**src/lnwf_pkg.sv**
```systemverilog
// lnwf_pkg: shared types and constants of the last negative window finder.
// Holds the stage-1 control word, register indexes and fixed field widths.
// No dependencies.
package lnwf_pkg;

	// fixed widths of the port fields
	localparam int SAMPLE_W  = 16;
	localparam int POS_W     = 7;
	localparam int CFG_W     = 8;
	localparam int CFG_IDX_W = 4;

	// configuration register indexes
	localparam logic [CFG_IDX_W-1:0] REG_ROW_COUNT = CFG_IDX_W'(0);
	localparam logic [CFG_IDX_W-1:0] REG_COL_COUNT = CFG_IDX_W'(1);

	// reset value of both dimension registers
	localparam logic [CFG_W-1:0] DIM_RESET = CFG_W'(3);

	// column run count saturates here; so does the horizontal count
	localparam logic [1:0] RUN_FULL = 2'd3;

	// control word travelling with an element into the evaluation stage
	typedef struct packed {
		logic valid;     // stage holds an element
		logic neg;       // element is strictly negative
		logic first_row; // row 0: stored run is ignored
		logic first_col; // column 0: horizontal count restarts
		logic row_ge2;   // a window can end in this row
		logic col_ge2;   // a window can end in this column
		logic last;      // final element of the matrix
		logic fwd;       // stored run is still in flight, take forwarded copy
	} lnwf_ctl_t;

endpackage

```
**src/lnwf_run_mem.sv**
```systemverilog
// lnwf_run_mem: per-column run count store, one write and one read port.
// Read data is registered; read-before-write on a clash.
// No package dependency.
module lnwf_run_mem #(
	parameter int DEPTH = 128,
	parameter int AW    = 7
) (
	input  logic          clk,
	input  logic          rd_en,
	input  logic [AW-1:0] rd_addr,
	output logic [1:0]    rd_data,
	input  logic          wr_en,
	input  logic [AW-1:0] wr_addr,
	input  logic [1:0]    wr_data
);

	logic [1:0] mem [DEPTH];
	logic [1:0] rd_data_q;

	// write port
	always_ff @(posedge clk) begin
		if (wr_en) begin
			mem[wr_addr] <= wr_data;
		end
	end

	// registered read port, holds while idle
	always_ff @(posedge clk) begin
		if (rd_en) begin
			rd_data_q <= mem[rd_addr];
		end
	end

	assign rd_data = rd_data_q;

endmodule

```
**src/lnwf_window_eval.sv**
```systemverilog
// lnwf_window_eval: second stage. Updates the column run, the horizontal
// count and the hit record, and holds the result word. Uses lnwf_pkg.
module lnwf_window_eval #(
	parameter int IDX_W = 7
) (
	input  logic                      clk,
	input  logic                      arst_n,
	input  logic                      restart,
	input  logic                      fire,
	input  lnwf_pkg::lnwf_ctl_t       ctl,
	input  logic [IDX_W-1:0]          row,
	input  logic [IDX_W-1:0]          col,
	input  logic [1:0]                rd_data,
	output logic                      wr_en,
	output logic [IDX_W-1:0]          wr_addr,
	output logic [1:0]                wr_data,
	output logic                      out_valid,
	input  logic                      out_ready,
	output logic                      found,
	output logic [lnwf_pkg::POS_W-1:0] top_row,
	output logic [lnwf_pkg::POS_W-1:0] left_col
);

	import lnwf_pkg::*;

	logic [1:0]       fwd_q;
	logic [1:0]       across_q;
	logic             hit_seen_q;
	logic [IDX_W-1:0] hit_row_q;
	logic [IDX_W-1:0] hit_col_q;
	logic             out_valid_q;
	logic             found_q;
	logic [POS_W-1:0] top_row_q;
	logic [POS_W-1:0] left_col_q;

	logic [1:0]       run_old;
	logic [1:0]       run_new;
	logic [1:0]       across_base;
	logic [1:0]       across_new;
	logic             hit;
	logic             hit_seen_n;
	logic [IDX_W-1:0] hit_row_n;
	logic [IDX_W-1:0] hit_col_n;

	// column run: row 0 starts afresh, back-to-back same column forwards
	always_comb begin
		if (ctl.first_row) begin
			run_old = 2'd0;
		end else if (ctl.fwd) begin
			run_old = fwd_q;
		end else begin
			run_old = rd_data;
		end
		if (!ctl.neg) begin
			run_new = 2'd0;
		end else if (run_old == RUN_FULL) begin
			run_new = RUN_FULL;
		end else begin
			run_new = run_old + 2'd1;
		end
	end

	// horizontal count of full columns, and window match
	always_comb begin
		across_base = ctl.first_col ? 2'd0 : across_q;
		if (run_new != RUN_FULL) begin
			across_new = 2'd0;
		end else if (across_base == RUN_FULL) begin
			across_new = RUN_FULL;
		end else begin
			across_new = across_base + 2'd1;
		end
		hit        = (across_new == RUN_FULL) && ctl.row_ge2 && ctl.col_ge2;
		hit_seen_n = hit_seen_q || hit;
		hit_row_n  = hit ? (row - IDX_W'(2)) : hit_row_q;
		hit_col_n  = hit ? (col - IDX_W'(2)) : hit_col_q;
	end

	assign wr_en   = fire;
	assign wr_addr = col;
	assign wr_data = run_new;

	// copy of the last written run for forwarding
	always_ff @(posedge clk) begin
		if (fire) begin
			fwd_q <= run_new;
		end
	end

	// scan state; cleared on a register write and after each matrix
	always_ff @(posedge clk or negedge arst_n) begin
		if (!arst_n) begin
			across_q   <= 2'd0;
			hit_seen_q <= 1'b0;
			hit_row_q  <= '0;
			hit_col_q  <= '0;
		end else if (restart || (fire && ctl.last)) begin
			across_q   <= 2'd0;
			hit_seen_q <= 1'b0;
			hit_row_q  <= '0;
			hit_col_q  <= '0;
		end else if (fire) begin
			across_q   <= across_new;
			hit_seen_q <= hit_seen_n;
			hit_row_q  <= hit_row_n;
			hit_col_q  <= hit_col_n;
		end
	end

	// result word valid flag
	always_ff @(posedge clk or negedge arst_n) begin
		if (!arst_n) begin
			out_valid_q <= 1'b0;
		end else if (fire && ctl.last) begin
			out_valid_q <= 1'b1;
		end else if (out_ready) begin
			out_valid_q <= 1'b0;
		end
	end

	// result word payload
	always_ff @(posedge clk) begin
		if (fire && ctl.last) begin
			found_q    <= hit_seen_n;
			top_row_q  <= hit_seen_n ? POS_W'(hit_row_n) : '0;
			left_col_q <= hit_seen_n ? POS_W'(hit_col_n) : '0;
		end
	end

	assign out_valid = out_valid_q;
	assign found     = found_q;
	assign top_row   = top_row_q;
	assign left_col  = left_col_q;

	// a final element never overwrites a result word still waiting
	a_no_result_overwrite: assert property (@(posedge clk) disable iff (!arst_n)
		!(fire && ctl.last && out_valid_q && !out_ready))
		else $error("result word overwritten before it was taken");

	// corner fields are zero when no window was found
	a_empty_corner: assert property (@(posedge clk) disable iff (!arst_n)
		(fire && ctl.last && !hit_seen_n) |=> (top_row == '0 && left_col == '0))
		else $error("corner fields not cleared without a match");

	// a non-negative element always writes a zero run
	a_run_clear: assert property (@(posedge clk) disable iff (!arst_n)
		(fire && !ctl.neg) |-> (wr_data == 2'd0))
		else $error("run count kept across a non-negative element");

endmodule

```
**src/last_negative_window_finder.sv**
```systemverilog
// last_negative_window_finder: top level. Position counters, dimension
// registers, first pipeline stage. Uses lnwf_pkg, lnwf_run_mem, lnwf_window_eval.
//
// Usage:
//  - Elements of a row_count x col_count matrix enter in row-major order on
//    the in_valid/in_ready channel, one word per element; only the sign of
//    sample matters. A dimension of 0 counts as 1, above MAX_DIM as MAX_DIM.
//  - After the final element of a matrix one result word leaves on the
//    out_valid/out_ready channel: found, and the top-left corner of the
//    last all-negative 3x3 window in scan order (both 0 when none).
//  - Throughput: one element per cycle unless stage 1 stalls. Each element
//    reads its column's run count from the line store in stage 0 and writes
//    it back in stage 1; a run written as it is read again is forwarded.
//  - Result: the final element is registered into stage 1, and the result
//    word is registered when that element leaves stage 1.
//  - Stall: a result word waiting on out_ready holds back only the next
//    final element, which waits in stage 1 while in_ready is low.
//  - Reset: dimensions return to 3x3 and the scan restarts at row 0,
//    column 0. The line store needs no clearing: row 0 ignores it.
//  - A write to either dimension register restarts the scan; write only
//    while the block is idle. Writes to other indexes are ignored.
module last_negative_window_finder #(
	parameter int MAX_DIM = 128
) (
	input  logic                             clk,
	input  logic                             arst_n,
	input  logic                             cfg_wr_en,
	input  logic [lnwf_pkg::CFG_IDX_W-1:0]   cfg_index,
	input  logic [lnwf_pkg::CFG_W-1:0]       cfg_data,
	input  logic                             in_valid,
	output logic                             in_ready,
	input  logic signed [lnwf_pkg::SAMPLE_W-1:0] sample,
	output logic                             out_valid,
	input  logic                             out_ready,
	output logic                             found,
	output logic [lnwf_pkg::POS_W-1:0]       top_row,
	output logic [lnwf_pkg::POS_W-1:0]       left_col
);

	import lnwf_pkg::*;

	localparam int IDX_W = $clog2(MAX_DIM);
	localparam int CNT_W = $clog2(MAX_DIM + 1);

	logic [CFG_W-1:0] row_count_q;
	logic [CFG_W-1:0] col_count_q;
	logic [IDX_W-1:0] row_q;
	logic [IDX_W-1:0] col_q;
	lnwf_ctl_t        ctl_s1;
	lnwf_ctl_t        ctl_n;
	logic [IDX_W-1:0] row_s1;
	logic [IDX_W-1:0] col_s1;

	logic [CNT_W-1:0] rows_eff;
	logic [CNT_W-1:0] cols_eff;
	logic             row_last;
	logic             col_last;
	logic             s1_adv;
	logic             s1_fire;
	logic             in_acc;
	logic             restart;

	logic [1:0]       rd_data;
	logic             wr_en;
	logic [IDX_W-1:0] wr_addr;
	logic [1:0]       wr_data;

	// dimension registers
	always_ff @(posedge clk or negedge arst_n) begin
		if (!arst_n) begin
			row_count_q <= DIM_RESET;
			col_count_q <= DIM_RESET;
		end else if (cfg_wr_en) begin
			unique case (cfg_index)
				REG_ROW_COUNT: row_count_q <= cfg_data;
				REG_COL_COUNT: col_count_q <= cfg_data;
				default: ;
			endcase
		end
	end

	assign restart = cfg_wr_en && (cfg_index == REG_ROW_COUNT || cfg_index == REG_COL_COUNT);

	// dimensions in use: zero as one, clamp to MAX_DIM
	always_comb begin
		if (row_count_q == '0) begin
			rows_eff = CNT_W'(1);
		end else if (32'(row_count_q) > 32'(MAX_DIM)) begin
			rows_eff = CNT_W'(MAX_DIM);
		end else begin
			rows_eff = CNT_W'(row_count_q);
		end
		if (col_count_q == '0) begin
			cols_eff = CNT_W'(1);
		end else if (32'(col_count_q) > 32'(MAX_DIM)) begin
			cols_eff = CNT_W'(MAX_DIM);
		end else begin
			cols_eff = CNT_W'(col_count_q);
		end
	end

	assign row_last = (CNT_W'(row_q) + CNT_W'(1)) == rows_eff;
	assign col_last = (CNT_W'(col_q) + CNT_W'(1)) == cols_eff;

	// handshake: stage 1 stalls only with a final element behind a waiting result
	assign s1_adv   = !ctl_s1.valid || !ctl_s1.last || !out_valid || out_ready;
	assign s1_fire  = ctl_s1.valid && s1_adv;
	assign in_ready = s1_adv;
	assign in_acc   = in_valid && in_ready;

	// position of the next element
	always_ff @(posedge clk or negedge arst_n) begin
		if (!arst_n) begin
			row_q <= '0;
			col_q <= '0;
		end else if (restart) begin
			row_q <= '0;
			col_q <= '0;
		end else if (in_acc) begin
			if (!col_last) begin
				col_q <= col_q + IDX_W'(1);
			end else begin
				col_q <= '0;
				row_q <= row_last ? '0 : row_q + IDX_W'(1);
			end
		end
	end

	// control word for stage 1
	always_comb begin
		ctl_n.valid     = 1'b1;
		ctl_n.neg       = sample[SAMPLE_W-1];
		ctl_n.first_row = (row_q == '0);
		ctl_n.first_col = (col_q == '0);
		ctl_n.row_ge2   = (row_q >= IDX_W'(2));
		ctl_n.col_ge2   = (col_q >= IDX_W'(2));
		ctl_n.last      = row_last && col_last;
		ctl_n.fwd       = s1_fire && (col_s1 == col_q);
	end

	// stage 1 register
	always_ff @(posedge clk or negedge arst_n) begin
		if (!arst_n) begin
			ctl_s1 <= '0;
		end else if (s1_adv) begin
			ctl_s1 <= in_acc ? ctl_n : '0;
		end
	end

	always_ff @(posedge clk) begin
		if (in_acc) begin
			row_s1 <= row_q;
			col_s1 <= col_q;
		end
	end

	lnwf_run_mem #(
		.DEPTH (MAX_DIM),
		.AW    (IDX_W)
	) u_run_mem (
		.clk     (clk),
		.rd_en   (in_acc),
		.rd_addr (col_q),
		.rd_data (rd_data),
		.wr_en   (wr_en),
		.wr_addr (wr_addr),
		.wr_data (wr_data)
	);

	lnwf_window_eval #(
		.IDX_W (IDX_W)
	) u_window_eval (
		.clk       (clk),
		.arst_n    (arst_n),
		.restart   (restart),
		.fire      (s1_fire),
		.ctl       (ctl_s1),
		.row       (row_s1),
		.col       (col_s1),
		.rd_data   (rd_data),
		.wr_en     (wr_en),
		.wr_addr   (wr_addr),
		.wr_data   (wr_data),
		.out_valid (out_valid),
		.out_ready (out_ready),
		.found     (found),
		.top_row   (top_row),
		.left_col  (left_col)
	);

	// input is held back only by a final element stuck in stage 1
	a_stall_cause: assert property (@(posedge clk) disable iff (!arst_n)
		!in_ready |-> (ctl_s1.valid && ctl_s1.last && out_valid))
		else $error("input stalled without a waiting result");

	// forwarding only between consecutive elements of one column
	a_fwd_same_col: assert property (@(posedge clk) disable iff (!arst_n)
		(in_acc && ctl_n.fwd) |=> (ctl_s1.fwd && col_s1 == $past(col_s1)))
		else $error("run forwarded across different columns");

endmodule
```
**config.mk**
```make
export PLATFORM = sky130hd
export DESIGN_NAME = last_negative_window_finder
export DESIGN_NICKNAME = d
export VERILOG_FILES = /design/src/lnwf_pkg.sv /design/src/lnwf_run_mem.sv /design/src/lnwf_window_eval.sv /design/src/last_negative_window_finder.sv
export SDC_FILE = /design/constraint.sdc
export NUM_CORES = 1
export LEC_CHECK = 0
export BUFFER_PORTS_ARGS = -buffer_cell sky130_fd_sc_hd__buf_2
export CORE_MARGIN = 10
export CORE_UTILIZATION = 54
export CTS_CLUSTER_SIZE = 20
export DETAILED_ROUTE_END_ITERATION = 12
export GPL_ROUTABILITY_DRIVEN = 1
export HOLD_SLACK_MARGIN = 0.12
export PLACE_DENSITY = 0.82
export SYNTH_ARGS = -nofsm -noshare
export SYNTH_HDL_FRONTEND = slang
export SYNTH_SLANG_ARGS = --single-unit
```
**constraint.sdc**
```tcl
create_clock -name clk -period 4.55 [get_ports clk]
set_clock_uncertainty 0.2 [all_clocks]
set_input_delay 0.6825 -clock clk [delete_from_list [all_inputs] [get_ports clk]]
set_output_delay 0.6825 -clock clk [all_outputs]
set_load 0.05 [all_outputs]
```
==> results of run 1 <==
flip-flops by register name, indices dropped and copies added (netlist names):
register / count
col_count_q: 8
u_window_eval.hit_col_q: 7
u_window_eval.top_row: 7
u_run_mem.mem: 256
u_window_eval.hit_row_q: 7
row_s1: 7
row_count_q: 8
u_window_eval.found: 1
u_run_mem.rd_data: 2
u_window_eval.fwd_q: 2
u_window_eval.out_valid: 1
row_q: 7
u_window_eval.left_col: 7
u_window_eval.hit_seen_q: 1
u_window_eval.across_q: 2
col_s1: 7
col_q: 7
ctl_s1: 8
critical path: stages, from the launching register on:
cell,delay (ns)
dfrtp_2,0.66
buf_4,0.50
nand3_2,0.16
xor2_2,0.19
xnor2_1,0.17
or4_4,0.51
o31ai_1,0.58
o22ai_1,0.21
a21o_1,0.23
final cells by class:
class,count,area [µm²],share of cell area
clock buffer,42,945,0.0571
multi-input combinational,567,4520,0.273
tap,341,427,0.0258
timing repair buffer,49,285,0.0172
inverter,16,60.1,0.00363
sequential,345,10100,0.609
clock inverter,22,226,0.0137
how the worst max path moves through the flow:
stage	cells after the start	start	slack, ns	to
after floorplan	13	col_q[1]$_DFFE_PN0P_	0.97	row_q[3]$_DFFE_PN0P_
after global placement	8	col_q[1]$_DFFE_PN0P_	1.10	row_q[5]$_DFFE_PN0P_
after detailed placement	8	col_q[1]$_DFFE_PN0P_	1.01	row_q[6]$_DFFE_PN0P_
after CTS	8	col_q[1]$_DFFE_PN0P_	0.97	row_q[5]$_DFFE_PN0P_
after global routing	8	col_q[1]$_DFFE_PN0P_	0.76	col_q[2]$_DFFE_PN0P_
final	8	col_q[1]$_DFFE_PN0P_	1.02	col_q[2]$_DFFE_PN0P_
repair_timing:
action / 4_1_cts / 5_1_grt
endpoints found under the setup margin: 0 / 0
hold buffers: 1 / 0
endpoints found under the hold margin: 17 / 0
layout by cell type (no fill, tap or decap), types with 14 or more instances in the layout:
master,count
mux4_2,76
nor2_1,171
edfxtp_1,289
mux2_2,19
nand2_1,56
a21oi_1,15
o21ai_0,26
buf_2,34
inv_1,14
buf_4,14
nand3_1,36
dfrtp_1,50
xnor2_1,24
clkbuf_16,37
power groups by stage:
stage          sequential, W  combinational [W]  clock, W
2_1_floorplan        0.00389            0.00160         0
3_3_place_gp         0.00405            0.00187         0
3_5_place_dp         0.00406            0.00194         0
4_1_cts              0.00400            0.00197   0.00292
5_1_grt              0.00403            0.00210   0.00306
6_report             0.00400            0.00196   0.00289
metrics by stage:
| stage | util | cells | hold WS (ns) | worst slack (ns) |
|---|---|---|---|---|
| detailed placement | 0.569 | 1317 | 0.272 | 1.01 |
| finish | 0.613 | 1382 | 0.212 | 1.02 |
| CTS | 0.613 | 1382 | 0.199 | 0.972 |
| floorplan | - | 980 | 0.187 | 0.974 |
| global placement | 0.569 | 1317 | 0.253 | 1.10 |
| global route | 0.613 | 1382 | 0.212 | 0.764 |
layer usage:
metal / vias to the layer above / part of all wire / track usage
li1: 3798 / - / -
met3: 74 / 0.070 / 0.0259
met4: 0 / 0.032 / 0.0722
met5: - / 0 / 0
met2: 380 / 0.51 / 0.306
met1: 4236 / 0.39 / 0.228
logic make-up after synthesis:
family	share of synthesized area
simple gates	0.102
fa+ha+maj	0.0101
buf+inv	0.0197
xor+xnor	0.0203
flops	0.677
compound gates	0.0368
mux	0.134
==> results.yml, run 1 <==
synth:
  synth_cell_types: 59
  async_flop_share: 0.162
  synth_cells: 980
  synth_most_common_cell: "edfxtp_1"
  synth-edff-count: 289
  syn_nets: 1025
  syn-cell-area_um2: 14900
  synth_area_per_cell_um2: 15.2
  ys_warn_count: 0
  ys_ff_latch: 345
  synth_area_leader_cell: "edfxtp_1"
  ys.flop_type: "edfxtp_1"
  ys_seq_area_frac: 0.677
  synth_commonest_cells: "289 x edfxtp_1, 171 x nor2_1, 76 x mux4_2"
  yosys.area.top_type_share: 0.583
  synthTopCellsByArea: "edfxtp_1 58%, mux4_2 11%, dfrtp_1 8.7%"
timing:
  final-hold-violation-count: 0
  fmax_mhz: 283
  slew_viol_final: 0
  rsz0062_at_grt: "false"
  tightest_slew_ns: 1.27
  layout_min_cycle_time_ns: 3.53
  slew_headroom: 0.153
  final.period_utilization: 0.776
  setup_viol: 0
  timing.setup.tns_ns: 0
die:
  coreArea_um2: 27000
  die-area_um2: 34600
  rows: 60
  fp.dieW_um: 186
  die_h_um: 186
  initial_core_util: 0.551
  ioPinCount: 50
clock_network:
  root_buffer: "clkbuf_16"
  clockBufferDepth: 3
  clk_latency_ns: 0.52
  path_clk_slew_ns: 0.06
  cts_buffers: 35
  htree_levels: 2
  cts_tree: "yes"
  cts.sinks: 345
  cts_setup_buffers: 0
  postCtsResizedCells: 0
global_route:
  antenna_found_initial: 0
  grt_usage: 0.180
  grt_overflow: 0
  grt_max_degree: 130
  grt_pass1_vias: 8667
  grt_pass1_wl_um: 48000
worst_hold_path:
  hold_end: "row_count_q[7]$_DFFE_PN0P_"
  min_path_cells: 3
  min_from: "cfg_data[7]"
  hp-class: "in2reg"
worst_setup_path:
  reg2regPathDepth: 8
  rrSetupSlack_ns: 1.02
  arrival_ns: 3.73
  worst-path-max-fanout: 35
  cp-end-kind: "flop"
  r2r-end: "col_q[2]$_DFFE_PN0P_"
  regToRegStartpoint: "col_q[1]$_DFFE_PN0P_"
  required_ns: 4.75
  start_kind: "flop"
  critPathKind: "reg2reg"
layout:
  fin_area_um2: 16600
  drive_above_1_share: 0.201
  nFillCells: 1905
  fin_nets: 1059
  syn2layout_area_growth_pct: 11.2
  antennaDiodeCount: 0
routing:
  first_iter_violations: 1061
  avgViaCountPerCell: 6.14
  drc: 0
  routed_wl_um: 31000
  ant_nets: 0
  vias: 8488
  wl_per_cell_um: 22.4
  firstDrtPassIters: 5
placed_design:
  placed_cell_area_um2: 15400
  routabilityCongestion: 0.815
  io_buffers: 34
  dp_hpwl_um: 18400
power_and_ir_drop:
  switching_share: 0.278
  pwr-share-clk: 0.327
  power_density_nw_per_um2: 535
  p_total_w: 0.00885
  leakage_nw: 5.52
  combinationalPowerShare: 0.221
  ir_drop_v: 0.000301
  intPower_w: 0.00639
  seqPwrFrac: 0.452
  switching_power_w: 0.00246
outcome:
  status: "finished clean"
flow_run:
  drv_cap: 0
Note: power is estimated with default switching activity, not from simulation.
==> run 2, diff against run 1 <==
- PLACE_DENSITY: 0.82 -> 0.85
- clock period: 4.55 -> 3.14 ns (I/O delays scaled with it)
==> run 2 against run 1 <==
  * Non-clock buffer count up 33
  * Total power increased by 47%
  * Worst hold slack improved by 0.010 ns
  * Clock power increased by 45%
  * Critical path depth increased by 1
  * Setup slack worse by 0.92 ns
  * Cell count up 2.2%
  * Clock-buffer cell count shrank 3
==> results.yml, run 2 (synthesis gave the netlist of run 1 again) <==
power_and_ir_drop:
  ir_drop_v: 0.000457
  seqPwrFrac: 0.433
  switching_power_w: 0.00366
  switching_share: 0.281
  intPower_w: 0.00936
  leakage_nw: 5.70
  combinationalPowerShare: 0.246
  pwr-share-clk: 0.321
  power_density_nw_per_um2: 770
routing:
  first_iter_violations: 987
  routed_wl_um: 32100
  ant_nets: 0
  wl_per_cell_um: 22.7
  drc: 0
  firstDrtPassIters: 6
  vias: 8800
  avgViaCountPerCell: 6.23
global_route:
  grt_pass1_wl_um: 50400
  grt_overflow: 0
  grt_usage: 0.189
  grt_pass1_vias: 8900
  grt_max_degree: 130
  antenna_found_initial: 0
worst_setup_path:
  rrSetupSlack_ns: 0.10
  cp-end-kind: "flop"
  critPathKind: "reg2reg"
  required_ns: 3.33
  reg2regPathDepth: 9
  worst-path-max-fanout: 12
  regToRegStartpoint: "col_q[0]$_DFFE_PN0P_"
  r2r-end: "row_q[5]$_DFFE_PN0P_"
  arrival_ns: 3.23
  start_kind: "flop"
die:
  die-area_um2: 34600
  coreArea_um2: 27000
  die_h_um: 186
  rows: 60
  fp.dieW_um: 186
  initial_core_util: 0.551
  ioPinCount: 50
timing:
  slew_headroom: 0.385
  slew_viol_final: 0
  layout_min_cycle_time_ns: 3.04
  setup_viol: 0
  final-hold-violation-count: 0
  fmax_mhz: 329
  tightest_slew_ns: 0.922
  final.period_utilization: 0.967
  timing.setup.tns_ns: 0
  rsz0062_at_grt: "false"
clock_network:
  clk_latency_ns: 0.54
  cts_tree: "yes"
  cts.sinks: 345
  cts_buffers: 35
  htree_levels: 2
  clockBufferDepth: 3
  root_buffer: "clkbuf_16"
  path_clk_slew_ns: 0.07
worst_hold_path:
  min_from: "cfg_index[0]"
  min_path_cells: 5
  hold_end: "row_count_q[7]$_DFFE_PN0P_"
  hp-class: "in2reg"
placed_design:
  io_buffers: 34
  routabilityCongestion: 0.822
  dp_hpwl_um: 18000
layout:
  final_common_cell: "edfxtp_1"
  regMostFlops: "u_run_mem.mem"
  largest_reg_flops: 256
  layout_common_cells: "289 x edfxtp_1, 171 x nor2_1, 76 x mux4_2, 56 x nand2_1, 50 x dfrtp_1"
  syn2layout_area_growth_pct: 13.7
  antennaDiodeCount: 0
  drive_above_1_share: 0.218
  post-route-util: 0.626
  fin_nets: 1092
flow_run:
  drv_cap: 0
outcome:
  status: "finished clean"
## run 2: worst max-delay path, stage by stage (launching register included)
cell     delay (ns)
dfrtp_4        0.54
inv_1          0.14
ha_4           0.23
xnor2_1        0.13
and4b_1        0.21
nor3_1         0.05
or4_4          0.42
or3_4          0.42
o211a_1        0.22
or3_1          0.33
## run 2: cell type report
cell class	instances	area, µm²
clock inverters	22	241
inverters	16	61.3
multi-input cells	567	4560
fillers	1802	10100
repair buffers	82	633
well taps	341	427
clock buffers	39	912
flip-flops and latches	345	10100
## run 2: what timing repair did
item	in CTS	in global routing
hold buffers	13	0
gates cloned	1	0
pin swaps	0	1
setup buffers	0	0
resized for setup	1	4
hold endpoints to repair	62	0
endpoints found under the setup margin	2	6
## run 2: layer usage
layer,GRT usage,vias up,share of wire
met5,0,-,0
met1,0.237,4440,0.37
met4,0.0764,0,0.032
met2,0.319,421,0.51
li1,-,3869,-
met3,0.0335,70,0.080
## run 2: how the worst max path moves through the flow
| stage | start | endpoint | slack [ns] | cells after the start |
|---|---|---|---|---|
| 3_5_place_dp | col_q[0]$_DFFE_PN0P_ | row_q[5]$_DFFE_PN0P_ | 0.11 | 8 |
| 3_3_place_gp | col_q[0]$_DFFE_PN0P_ | u_run_mem.rd_data[1]$_DFFE_PP_ | 0.15 | 6 |
| 2_1_floorplan | col_q[1]$_DFFE_PN0P_ | row_q[3]$_DFFE_PN0P_ | 0.004 | 13 |
| 4_1_cts | col_q[0]$_DFFE_PN0P_ | row_q[5]$_DFFE_PN0P_ | 0.07 | 8 |
| 5_1_grt | col_q[0]$_DFFE_PN0P_ | row_q[6]$_DFFE_PN0P_ | 0.006 | 9 |
| 6_report | col_q[0]$_DFFE_PN0P_ | row_q[5]$_DFFE_PN0P_ | 0.10 | 9 |
## run 2: power groups by stage
stage                     clock [W]  sequential [W]  combinational (W)
after floorplan                   0         0.00564            0.00236
after global placement            0         0.00570            0.00301
after detailed placement          0         0.00571            0.00307
after CTS                   0.00422         0.00562            0.00320
after global routing        0.00440         0.00566            0.00343
final                       0.00418         0.00564            0.00320
## run 2: stage by stage
step | total power (W) | std cells | worst slack (ns) | cell area, µm² | hold slack, ns
2_1_floorplan | 0.00800 | 980 | 0.00394 | 14900 | -0.0246
3_3_place_gp | 0.00871 | 1337 | 0.145 | 15600 | 0.248
3_5_place_dp | 0.00878 | 1337 | 0.105 | 15600 | 0.257
4_1_cts | 0.0130 | 1412 | 0.0729 | 16900 | 0.210
5_1_grt | 0.0135 | 1412 | 0.00557 | 16900 | 0.241
6_report | 0.0130 | 1412 | 0.102 | 16900 | 0.223
==> run 3, diff against run 2 <==
- PLACE_DENSITY: 0.85 -> 0.74
==> run 3 against run 2 <==
  * Clock-buffer cell count rose by 4
  * Clock power about the same
  * Combinational power about the same
  * Fmax is 0.84% higher
  * First-iteration DRC count is 6.0% lower
  * Die area unchanged
  * Register-to-register slack improved by 0.03 ns
  * Setup slack better by 0.025 ns
  * Flip-flop and latch count did not move
  * Sequential power is essentially flat
  * Critical path type unchanged
  * Highest routed layer unchanged
==> results.yml, run 3 (synthesis gave the netlist of run 1 again) <==
timing:
  final-hold-violation-count: 0
  layout_min_cycle_time_ns: 3.01
  rsz0062_at_grt: "false"
  slew_headroom: 0.330
  timing.setup.tns_ns: 0
  fin_ws_ns: 0.128
  final.period_utilization: 0.959
  slew_viol_final: 0
  setup_viol: 0
  tightest_slew_ns: 1.01
  fmax_mhz: 332
clock_network:
  cts.sinks: 345
  cts_tree: "yes"
  clockBufferDepth: 3
  cts_buffers: 36
  root_buffer: "clkbuf_16"
  htree_levels: 2
  path_clk_slew_ns: 0.06
  clk_latency_ns: 0.52
die:
  die_h_um: 186
  fp.dieW_um: 186
  ioPinCount: 50
  rows: 60
  die-area_um2: 34600
  coreArea_um2: 27000
  initial_core_util: 0.551
layout:
  fin_area_um2: 17000
  antennaDiodeCount: 0
  nFillCells: 1949
  fin_nets: 1097
  layout_common_cells: "289 x edfxtp_1, 171 x nor2_1, 76 x mux4_2, 56 x nand2_1, 50 x dfrtp_1"
  largest_reg_flops: 256
  regMostFlops: "u_run_mem.mem"
  syn2layout_area_growth_pct: 13.9
  final_common_cell: "edfxtp_1"
  drive_above_1_share: 0.225
  post-route-util: 0.627
global_route:
  grt_util_met3: 0.0326
  grtUsageMet1: 0.249
  grt_usage: 0.184
  use_met2: 0.300
  grt_max_degree: 130
  grt_pass1_vias: 8663
  grt_overflow: 0
  grt_pass1_wl_um: 48900
  top_usage_layer: "met2"
  antenna_found_initial: 0
routing:
  avgViaCountPerCell: 6.07
  first_iter_violations: 928
  vias: 8627
  firstDrtPassIters: 5
  ant_nets: 0
  routed_wl_um: 31400
  drc: 0
  wl_per_cell_um: 22.1
worst_setup_path:
  cp-end-kind: "flop"
  required_ns: 3.33
  critPathKind: "reg2reg"
  rrSetupSlack_ns: 0.13
  start_kind: "flop"
  arrival_ns: 3.21
  worst-path-max-fanout: 12
power_and_ir_drop:
  leakage_nw: 5.72
  power_density_nw_per_um2: 767
  ir_drop_v: 0.000640
placed_design:
  placed_cell_area_um2: 15600
  routabilityCongestion: 0.814
  io_buffers: 34
  dp_hpwl_um: 18800
  pre_cts_slack_ns: 0.121
outcome:
  status: "finished clean"
flow_run:
  drv_cap: 0
worst_hold_path:
  hp-class: "in2reg"
-- run 3: changes by cell type in the layout (fill, tap and decap cells not counted), moves of 2 or more --
cell        before  now
clkinv_8         2    0
clkbuf_16       36   38
clkbuf_1         3    5
clkinv_2         4    8
buf_4           31   35
clkinvlp_4       1    3
clkinv_1        11    8
-- run 3: worst paths after layout --
check	from	end	cells past startpoint
worst min register to register	ctl_s1[2]$_DFFE_PN0N_	ctl_s1[2]$_DFFE_PN0N_	2
worst min-delay path	out_ready	u_window_eval.out_valid$_DFFE_PN0P_	3
worst max register to register	col_q[0]$_DFFE_PN0P_	row_q[5]$_DFFE_PN0P_	9
max in group asynchronous	arst_n	col_q[0]$_DFFE_PN0P_	2
min in group asynchronous	arst_n	u_window_eval.hit_row_q[5]$_DFFE_PN0P_	2
worst max-delay path	col_q[0]$_DFFE_PN0P_	row_q[5]$_DFFE_PN0P_	9
-- run 3: area by class of cell --
type / instances / area, µm² / area share
clock inverters: 23 / 200 / 0.0118
multi-input cells: 567 / 4550 / 0.268
well taps: 341 / 427 / 0.0252
flip-flops and latches: 345 / 10100 / 0.595
clock buffers: 43 / 958 / 0.0565
repair buffers: 86 / 666 / 0.0393
inverters: 16 / 61.3 / 0.00362
-- run 3: per-stage QoR --
stage          cells  power [W]  hold slack (ns)
3_5_place_dp    1340    0.00883            0.278
5_1_grt         1421     0.0136            0.144
3_3_place_gp    1340    0.00878            0.259
6_report        1421     0.0130            0.123
4_1_cts         1418     0.0130            0.122
2_1_floorplan    980    0.00800          -0.0246
-- run 3: routing by layer --
| metal | vias up | wire (µm) |
|---|---|---|
| met5 | - | 0 |
| met4 | 0 | 674 |
| met3 | 51 | 2310 |
| met2 | 347 | 15700 |
| met1 | 4362 | 12700 |
| li1 | 3867 | - |
-- run 3: worst max-delay path, stage by stage (launching register included) --
cell and delay, ns:
dfrtp_4 0.52, inv_1 0.13, ha_4 0.23, xnor2_1 0.14, and4b_1 0.20, nor3_1 0.05, or4_4 0.42, or3_4 0.42
o211a_1 0.22, or3_1 0.35
-- run 3: repair_timing --
action,4_1_cts,5_1_grt
resized for setup,0,4
hold buffers,12,0
hold endpoints to repair,59,0
setup buffers,0,2
setup endpoints to repair,0,2
-- run 3: power by group --
group	internal, W	switching (W)	leakage [nW]
combinational	0.00152	0.00168	1.78
clock	0.00244	0.00172	0.563
sequential	0.00542	0.000218	3.37
total	0.00938	0.00363	5.72
